### src/rtl/core/wmf_pkg.sv
package wmf_pkg;

  // Field and register widths
  localparam int PIX_W      = 32;
  localparam int COORD_W    = 10;
  localparam int WS_W       = 5;
  localparam int SIDE_W     = 11;
  localparam int CFG_IDX_W  = 1;
  localparam int CFG_DATA_W = 11;
  localparam int IN_TDATA_W  = 32;
  localparam int OUT_TDATA_W = 56;

  // Parameter defaults
  localparam int DEF_MAX_WINDOW = 16;
  localparam int DEF_MAX_SIDE   = 1024;

  // Register reset values
  localparam logic [WS_W-1:0]   WS_RESET   = 5'd3;
  localparam logic [SIDE_W-1:0] SIDE_RESET = 11'd1024;

  // Register indexes
  localparam logic [CFG_IDX_W-1:0] REG_WINDOW_SIZE = 1'd0;
  localparam logic [CFG_IDX_W-1:0] REG_IMAGE_SIDE  = 1'd1;

  // Control from the frame sequencer to the column stage
  typedef struct packed {
    logic rd_en;      // read the column word for an accepted pixel
    logic wr_en;      // write back the updated column word
    logic first_row;  // pixel in row 0: ignore the stored word
  } wmf_col_ctl_t;

  // Signed minimum of two samples
  function automatic logic signed [PIX_W-1:0] smin(input logic signed [PIX_W-1:0] a,
                                                   input logic signed [PIX_W-1:0] b);
    return (a < b) ? a : b;
  endfunction

endpackage

### src/rtl/core/wmf_row_cell.sv
module wmf_row_cell
  import wmf_pkg::*;
(
  input  logic                    clk,
  input  logic                    en,
  input  logic                    restart,
  input  logic signed [PIX_W-1:0] px,
  input  logic signed [PIX_W-1:0] prev_min,
  output logic signed [PIX_W-1:0] min_q,
  output logic signed [PIX_W-1:0] min_nxt
);

  logic signed [PIX_W-1:0] min_r;

  // Cell i holds the minimum of the last i+1 samples of the row;
  // the first column of a row drops whatever came before.
  assign min_nxt = restart ? px : smin(prev_min, px);

  always_ff @(posedge clk) begin
    if (en) begin
      min_r <= min_nxt;
    end
  end

  assign min_q = min_r;

endmodule

### config.mk
export PLATFORM = sky130hd
export DESIGN_NAME = wmf_row_cell
export DESIGN_NICKNAME = d
export VERILOG_FILES = /design/src/rtl/core/wmf_pkg.sv /design/src/rtl/core/wmf_row_cell.sv
export SDC_FILE = /design/constraint.sdc
export NUM_CORES = 1
export LEC_CHECK = 0
export BUFFER_PORTS_ARGS = -buffer_cell sky130_fd_sc_hd__buf_2
export CAP_MARGIN = 20
export CORE_MARGIN = 3
export CORE_UTILIZATION = 30
export CTS_CLUSTER_SIZE = 28
export DETAILED_ROUTE_END_ITERATION = 6
export MAX_ROUTING_LAYER = met4
export SYNTH_ARGS = -nofsm -noshare
export SYNTH_HDL_FRONTEND = slang
export SYNTH_SLANG_ARGS = --single-unit
### constraint.sdc
create_clock -name clk -period 2.4 [get_ports clk]
set_clock_uncertainty 0.05 [all_clocks]
set_input_delay 0.12 -clock clk [delete_from_list [all_inputs] [get_ports clk]]
set_output_delay 0.12 -clock clk [all_outputs]
set_load 0.02 [all_outputs]
==> results of run 1 <==
synth_stat cells (all sizes together):
| cell type | instances | share of area, % |
|---|---|---|
| nand2 | 66 | 7.2 |
| a21oi | 44 | 6.6 |
| inv | 33 | 3.6 |
| edfxtp | 32 | 28 |
| and3 | 31 | 5.7 |
| ha | 31 | 11 |
| nor2 | 31 | 3.4 |
| o221ai | 28 | 7.1 |
| a221oi | 27 | 12 |
| clkbuf | 17 | 1.9 |
| buf | 15 | 3.8 |
| nand4 | 8 | 1.9 |
| nand3 | 7 | 1.0 |
| a21o | 4 | 0.87 |
| a31oi | 3 | 0.55 |
| nor3 | 3 | 1.2 |
| a211o | 2 | 0.55 |
| a311oi | 2 | 0.69 |
| o2111ai | 2 | 0.51 |
| o21ai | 2 | 0.29 |
| a211oi | 1 | 0.22 |
| mux2 | 1 | 0.33 |
| nand2b | 1 | 0.18 |
| o211ai | 1 | 0.22 |
| o311a | 1 | 0.29 |
| o311ai | 1 | 0.77 |
area by class of cell:
cell class / count / area, um^2
Fill cell: 982 / 5130
Multi-Input combinational cell: 297 / 2740
Tap cell: 140 / 175
Clock buffer: 7 / 133
Inverter: 33 / 139
Timing Repair Buffer: 218 / 1750
Sequential cell: 32 / 961
Clock inverter: 1 / 3.75
worst paths after layout:
path	from	end	slack [ns]	cells past startpoint
hold / removal	px[31]	min_q[31]	0.11	2
setup / recovery	px[25]	min_nxt[21]	-0.05	13
cells by family after synthesis:
family	after synthesis	share of synthesized area (%)
AND/OR/NAND/NOR	147	20.6
AO/OA/AOI/OAI	118	30.6
buffers and inverters	65	9.22
flip-flops	32	28.0
adder cells (fa/ha/maj)	31	11.3
multiplexers	1	0.328
layer usage:
metal  global-route usage [%]  wire length (um)  up-vias
met5                        -                 0        -
met4                     6.73               189        0
met3                     4.17               703       17
met2                     32.4              6600      130
met1                     24.5              5690     1916
li1                         -                 -     1901
power by group:
| part | internal, mW | switching [mW] |
|---|---|---|
| combinational | 0.694 | 0.818 |
| clock | 0.382 | 0.257 |
| sequential | 0.712 | 0.0169 |
| total | 1.79 | 1.09 |
what timing repair did:
action,in CTS,in global routing
resized for setup,108,64
hold buffers,0,0
buffers inserted,16,12
endpoints found under the setup margin,32,33
pin swaps,13,15
gates cloned,6,3
through the flow:
stage	TNS, ns	hold slack, ns	power (mW)	instance area, um^2
floorplan	-1.27	0.182	1.47	3470
global placement	-5.70	0.411	1.85	4540
detailed placement	-8.81	0.412	1.87	4540
CTS	-1.36	0.103	2.76	5460
global route	-3.04	0.128	3.03	5900
finish	-0.187	0.112	2.88	5900
critical path: stages:
cell and delay, ns:
buf_6 0.09, inv_4 0.04, ha_4 0.25, nand4_1 0.21, nor3_4 0.19, a211o_2 0.17, nor3_4 0.05, buf_12 0.16
buf_12 0.16, and3_1 0.20, a221oi_4 0.31, o221ai_2 0.14, buf_2 0.19
==> impl_metrics.tcl, run 1 <==
set metrics [dict create \
    synth.ff_latch_count 32 \
    drc 0 \
    rows 38 \
    tightest_slew_ns 0.826 \
    ys_seq_area_share_pct 28.0 \
    grt_pass1_wl_um 20000 \
    hpwl_um 8340 \
    fp.coreArea_mm2 0.0110 \
    hp-class "in2reg" \
    cp.required_ns 2.23 \
    clk_pin_slew_ns 0.06 \
    die_area_mm2 0.0128 \
    grt-ovfl-total 0 \
    wl_per_cell_um 18.1 \
    violations "setup timing" \
    slew_viol_final 0 \
    firstDrtPassIters 4 \
    tritoncts "yes" \
    fmax_ghz 0.408 \
    syn_area_mm2 0.00343 \
    clock_path_buffers 2 \
    relSlewSlack_pct 45.0 \
    avgSynthCellArea_um2 8.71 \
    p_leak_nw 2.56 \
    dieWidth_um 113 \
    antenna_left 0 \
    finalHoldViolations 0 \
    grt_max_degree 33 \
    setup_viol 11 \
    worstPathMaxFanout 15 \
    placed_cells 685 \
    antenna_found_initial 0 \
    first_global_vias 4061 \
    viasPerCell 5.45 \
    root_buffer "clkbuf_16" \
    start_kind "input pin" \
    min_period_ns 2.45 \
    largest_reg_flops 32 \
    fin_util_pct 53.5 \
    yosysUniqueCellTypes 33 \
    drt-total-wl_um 13200 \
    irDropWorstVdd_mv 0.285 \
    start_util_pct 31.1 \
    diodes 0 \
    die_h_um 113 \
    min_period_over_period_pct 102 \
    finalNetCount 685 \
    drive_gt1_share_pct 59.0 \
    route.vias.total 3964 \
    h-tree-depth 2 \
    final_cell_mix "buf_2, buf_4, nand2_1" \
    synthToLayoutAreaGrowth_pct 72.0 \
    pre_cts_ws_ns -0.188 \
    timing.final.ws_setup_ns -0.0490 \
    io_buffers 130 \
    drt_iter0_drc 210 \
    io_pins 131 \
    drv_cap 0 \
    crit_path_end_kind "output pin" \
    layout_commonest_cell "buf_2" \
    grtUsageTotal_pct 19.9 \
    fin_cells 728 \
    gp_congestion 0.811 \
    cts_sinks 32 \
    cts_buffers 5 \
    mappedNetlistNets 492 \
    power.density_mw_per_mm2 488 \
    path_class "in2out" \
    synthesis.yosys.warnings 0 \
    arrival_ns 2.28 \
    synthCells 394 \
    rsz0062_at_grt "true" \
    outcome "finished with violations" \
]
No activity file was read; power rests on OpenSTA's default activity.
==> run 2, diff against run 1 <==
- SKIP_CTS_REPAIR_TIMING: unset -> 1
==> impl_metrics.tcl, run 2 (synthesized netlist as in run 1, its figures left out) <==
set metrics [dict create \
    grt-ovfl-total 0 \
    slowest_delay_ns 0.35 \
    largest_reg_flops 32 \
    finalHoldViolations 0 \
    multiInputGateArea_mm2 0.00279 \
    crit_path_end_kind "output pin" \
    start_util_pct 31.1 \
    slew_viol_final 0 \
    violations "setup timing" \
    swShare_pct 37.9 \
    path_cells "buf_2 -> inv_2 -> ha_4 -> nand4_4 -> nor3_4 -> a211o_2 -> nor3_4 -> buf_12 -> buf_8 -> clkbuf_16 -> a21oi_2 -> a221oi_2 -> o221ai_2 -> buf_4" \
    final_cell_mix "buf_2, buf_4, nand2_1" \
    seq_area_um2 961 \
    p_leak_nw 2.55 \
    diodes 0 \
    fmax_ghz 0.395 \
    path_class "in2out" \
    crit_top_cell "nor3_4" \
    holdCritStartpoint "px[31]" \
    finalPower_mw 2.90 \
    h-tree-depth 2 \
    arrival_ns 2.36 \
    tightest_slew_ns 0.828 \
    irDropWorstVdd_mv 0.286 \
    dieWidth_um 113 \
    grtUsageTotal_pct 17.6 \
    root_buffer "clkbuf_16" \
    timing.final.ws_setup_ns -0.135 \
    path_delay_family "buffers and inverters" \
    fin_hold_ws_ns 0.132 \
    gp_congestion 0.811 \
    drt_iter0_drc 201 \
    antenna_left 0 \
    fp.coreArea_mm2 0.0110 \
    grt_pass1_wl_um 17800 \
    min_period_over_period_pct 106 \
    crit_buf_inv 6 \
    synthToLayoutAreaGrowth_pct 73.2 \
    firstDrtPassIters 4 \
    p_switching_mw 1.10 \
    wl_per_cell_um 17.9 \
    rsz0062_at_grt "true" \
    p_comb_share_pct 52.9 \
    drive_gt1_share_pct 59.1 \
    first_global_vias 3681 \
    start_kind "input pin" \
    relSlewSlack_pct 44.8 \
    antenna_found_initial 0 \
    rows 38 \
    fin_tns_setup_ns -2.19 \
    worstPathMaxFanout 6 \
    fillers 993 \
    route.vias.total 3937 \
    drt-total-wl_um 13000 \
    grt_max_degree 49 \
    min_period_ns 2.53 \
    outcome "finished with violations" \
    clk_pin_slew_ns 0.05 \
    cpMaxStageDelayCell "a211o_2" \
    p_clk_share_pct 22.0 \
    seqPwrFrac_pct 25.1 \
    clock_path_buffers 2 \
    hp-class "in2reg" \
    holdPathStages 2 \
    drc 0 \
    drv_cap 0 \
    cts_sinks 32 \
    io_pins 131 \
    io_buffers 130 \
    setup_viol 28 \
    layout_commonest_cell "buf_2" \
    die_h_um 113 \
    min_to "min_q[31]" \
    viasPerCell 5.40 \
    die_area_mm2 0.0128 \
    tritoncts "yes" \
    power.density_mw_per_mm2 487 \
    finalNetCount 686 \
    cts_buffers 5 \
    hpwl_um 8340 \
    cp.required_ns 2.23 \
    p_int_mw 1.80 \
]
run 2: worst max-delay path by stage:
stage                      start     endpoint  slack, ns  cells after the start
after CTS                 px[17]  min_nxt[25]      -0.20                     12
after global routing      px[30]  min_nxt[17]      -0.23                     14
after detailed placement  px[17]  min_nxt[25]      -0.19                     12
final                     px[30]  min_nxt[11]      -0.13                     14
after floorplan            px[2]    min_q[17]      -0.06                      9
after global placement    px[17]  min_nxt[31]      -0.13                     11
run 2: through the flow:
| step | utilization, % | std cells | setup WS, ns | cell area (um^2) |
|---|---|---|---|---|
| after floorplan | - | 394 | -0.0628 | 3470 |
| after global placement | 41.2 | 685 | -0.131 | 4540 |
| after detailed placement | 41.2 | 685 | -0.188 | 4540 |
| after CTS | 42.4 | 693 | -0.200 | 4680 |
| after global routing | 53.9 | 729 | -0.229 | 5940 |
| final | 53.9 | 729 | -0.135 | 5940 |
run 2: cell type report:
cell class	count	share of cell area, %
Timing Repair Buffer	219	29.2
Multi-Input combinational cell	297	46.9
Inverter	33	2.50
Clock buffer	7	2.23
Tap cell	140	2.95
Sequential cell	32	16.2
Clock inverter	1	0.0631
run 2: routing by layer:
metal  part of all wire [%]  up-vias  GRT usage (%)
met4                    1.9        0           5.29
li1                       -     1904              -
met5                      0        -              -
met2                     49      120           28.4
met1                     44     1891           21.8
met3                    5.2       22           4.28
run 2: power groups by stage:
| stage | Clock (mW) | Combinational (mW) | Sequential, mW |
|---|---|---|---|
| floorplan | 0 | 0.629 | 0.840 |
| global placement | 0 | 1.11 | 0.738 |
| detailed placement | 0 | 1.13 | 0.740 |
| CTS | 0.659 | 1.14 | 0.729 |
| global route | 0.677 | 1.64 | 0.737 |
| finish | 0.636 | 1.53 | 0.728 |
==> run 3, diff against run 2 <==
- CORE_UTILIZATION: 30 -> 50
- PLACE_DENSITY: unset -> 0.81
==> impl_metrics.tcl, run 3 (synthesized netlist as in run 1, its figures left out) <==
set metrics [dict create \
    outcome "finished with violations" \
    violations "setup timing" \
    finalHoldViolations 0 \
    relSlewSlack_pct 44.9 \
    first_global_vias 3462 \
    finalNetCount 680 \
    slew_viol_final 0 \
    swShare_pct 41.0 \
    fillers 346 \
    p_switching_mw 1.10 \
    cp.required_ns 2.23 \
    p_comb_share_pct 56.8 \
    min_period_over_period_pct 112 \
    cts_sinks 32 \
    irDropWorstVdd_mv 0.326 \
    hp-class "in2reg" \
    drc 0 \
    cp_num_cells 13 \
    min_period_ns 2.69 \
    cpMaxStageDelayCell "o311a_1" \
    seqPwrFrac_pct 27.2 \
    root_buffer "clkbuf_8" \
    fin_tns_setup_ns -6.54 \
    layout_commonest_cell "buf_2" \
    holdCritStartpoint "px[31]" \
    final_cell_mix "buf_2, buf_4, nand2_1" \
    clock_path_buffers 2 \
    hpwl_um 7410 \
    drt_iter0_drc 385 \
    rsz0062_at_grt "true" \
    gp_congestion 0.857 \
    timing.final.ws_setup_ns -0.288 \
    grtUsageTotal_pct 25.7 \
    power.density_mw_per_mm2 480 \
    fmax_ghz 0.372 \
    grt_util_met3_pct 3.26 \
    antenna_left 0 \
    firstDrtPassIters 6 \
    grt_pass1_wl_um 15700 \
    crit_buf_inv 6 \
    start_util_pct 52.8 \
    p_leak_nw 2.49 \
    crit_top_cell "buf_4" \
    dieWidth_um 88.9 \
    die_h_um 88.9 \
    min_to "min_q[31]" \
    largest_reg_flops 32 \
    path_cells "buf_2 -> inv_1 -> ha_1 -> nand4_1 -> o311a_1 -> nor3_2 -> o311ai_4 -> buf_12 -> buf_6 -> buf_4 -> a311oi_2 -> o211ai_1 -> buf_4" \
    p_int_mw 1.58 \
    fp.coreArea_mm2 0.00649 \
    grt_use_met1_pct 32.4 \
    rows 29 \
    met2_usage_pct 43.5 \
    route.vias.total 4301 \
    tightest_slew_ns 0.826 \
    tritoncts "yes" \
    grt_max_degree 55 \
    dpl_cell_area_mm2 0.00440 \
    path_class "in2out" \
    slowest_delay_ns 0.38 \
    holdPathStages 2 \
    final_area_mm2 0.00558 \
    viasPerCell 6.52 \
    multiInputGateArea_mm2 0.00270 \
    h-tree-depth 2 \
    antenna_found_initial 0 \
    top_usage_layer "met2" \
    drv_cap 0 \
    worstPathMaxFanout 7 \
    arrival_ns 2.52 \
    seq_area_um2 961 \
    clk_pin_slew_ns 0.07 \
    drive_gt1_share_pct 56.1 \
    setup_viol 36 \
    synthToLayoutAreaGrowth_pct 62.6 \
    start_kind "input pin" \
    grt-ovfl-total 0 \
    wl_per_cell_um 21.2 \
    fin_hold_ws_ns 0.156 \
    path_delay_family "compound AO/OA/AOI/OAI gates" \
    die_area_mm2 0.00789 \
    io_pins 131 \
    p_clk_share_pct 16.0 \
    diodes 0 \
    cts_buffers 5 \
    crit_path_end_kind "output pin" \
    drt-total-wl_um 14000 \
    io_buffers 130 \
]
[run 3: power groups by stage]
stage / Combinational [mW] / Clock [mW] / Sequential, mW
detailed placement: 1.10 / 0 / 0.740
floorplan: 0.629 / 0 / 0.840
global route: 1.61 / 0.449 / 0.737
CTS: 1.10 / 0.429 / 0.729
global placement: 1.07 / 0 / 0.738
finish: 1.52 / 0.429 / 0.729
[run 3: cell type report]
type                    instances  area share (%)
clock inverters                 1          0.0673
clock buffers                   7            1.37
multi-input cells             297            48.4
well taps                      77            1.73
flip-flops and latches         32            17.2
repair buffers                213            28.7
inverters                      33            2.49
[run 3: how the worst max path moves through the flow]
stage / startpoint / end / slack, ns
after global routing: px[4] / min_nxt[5] / -0.38
after detailed placement: px[17] / min_nxt[20] / -0.20
final: px[4] / min_nxt[0] / -0.29
after global placement: px[2] / min_nxt[31] / -0.13
after CTS: px[17] / min_nxt[20] / -0.21
after floorplan: px[2] / min_q[17] / -0.06
[run 3: metal layers]
layer  up-vias  routed length [um]
met5         -                   0
met4         0                 558
met3        77                1190
met2       304                7140
met1      2028                5100
li1       1892                   -
[run 3: metrics by stage]
stage / power, mW / worst slack, ns / utilization (%) / std cells
after floorplan: 1.47 / -0.0628 / - / 394
after global placement: 1.80 / -0.127 / 67.7 / 612
after detailed placement: 1.84 / -0.199 / 67.7 / 612
after CTS: 2.26 / -0.206 / 68.9 / 620
after global routing: 2.79 / -0.383 / 85.9 / 660
final: 2.68 / -0.288 / 85.9 / 660
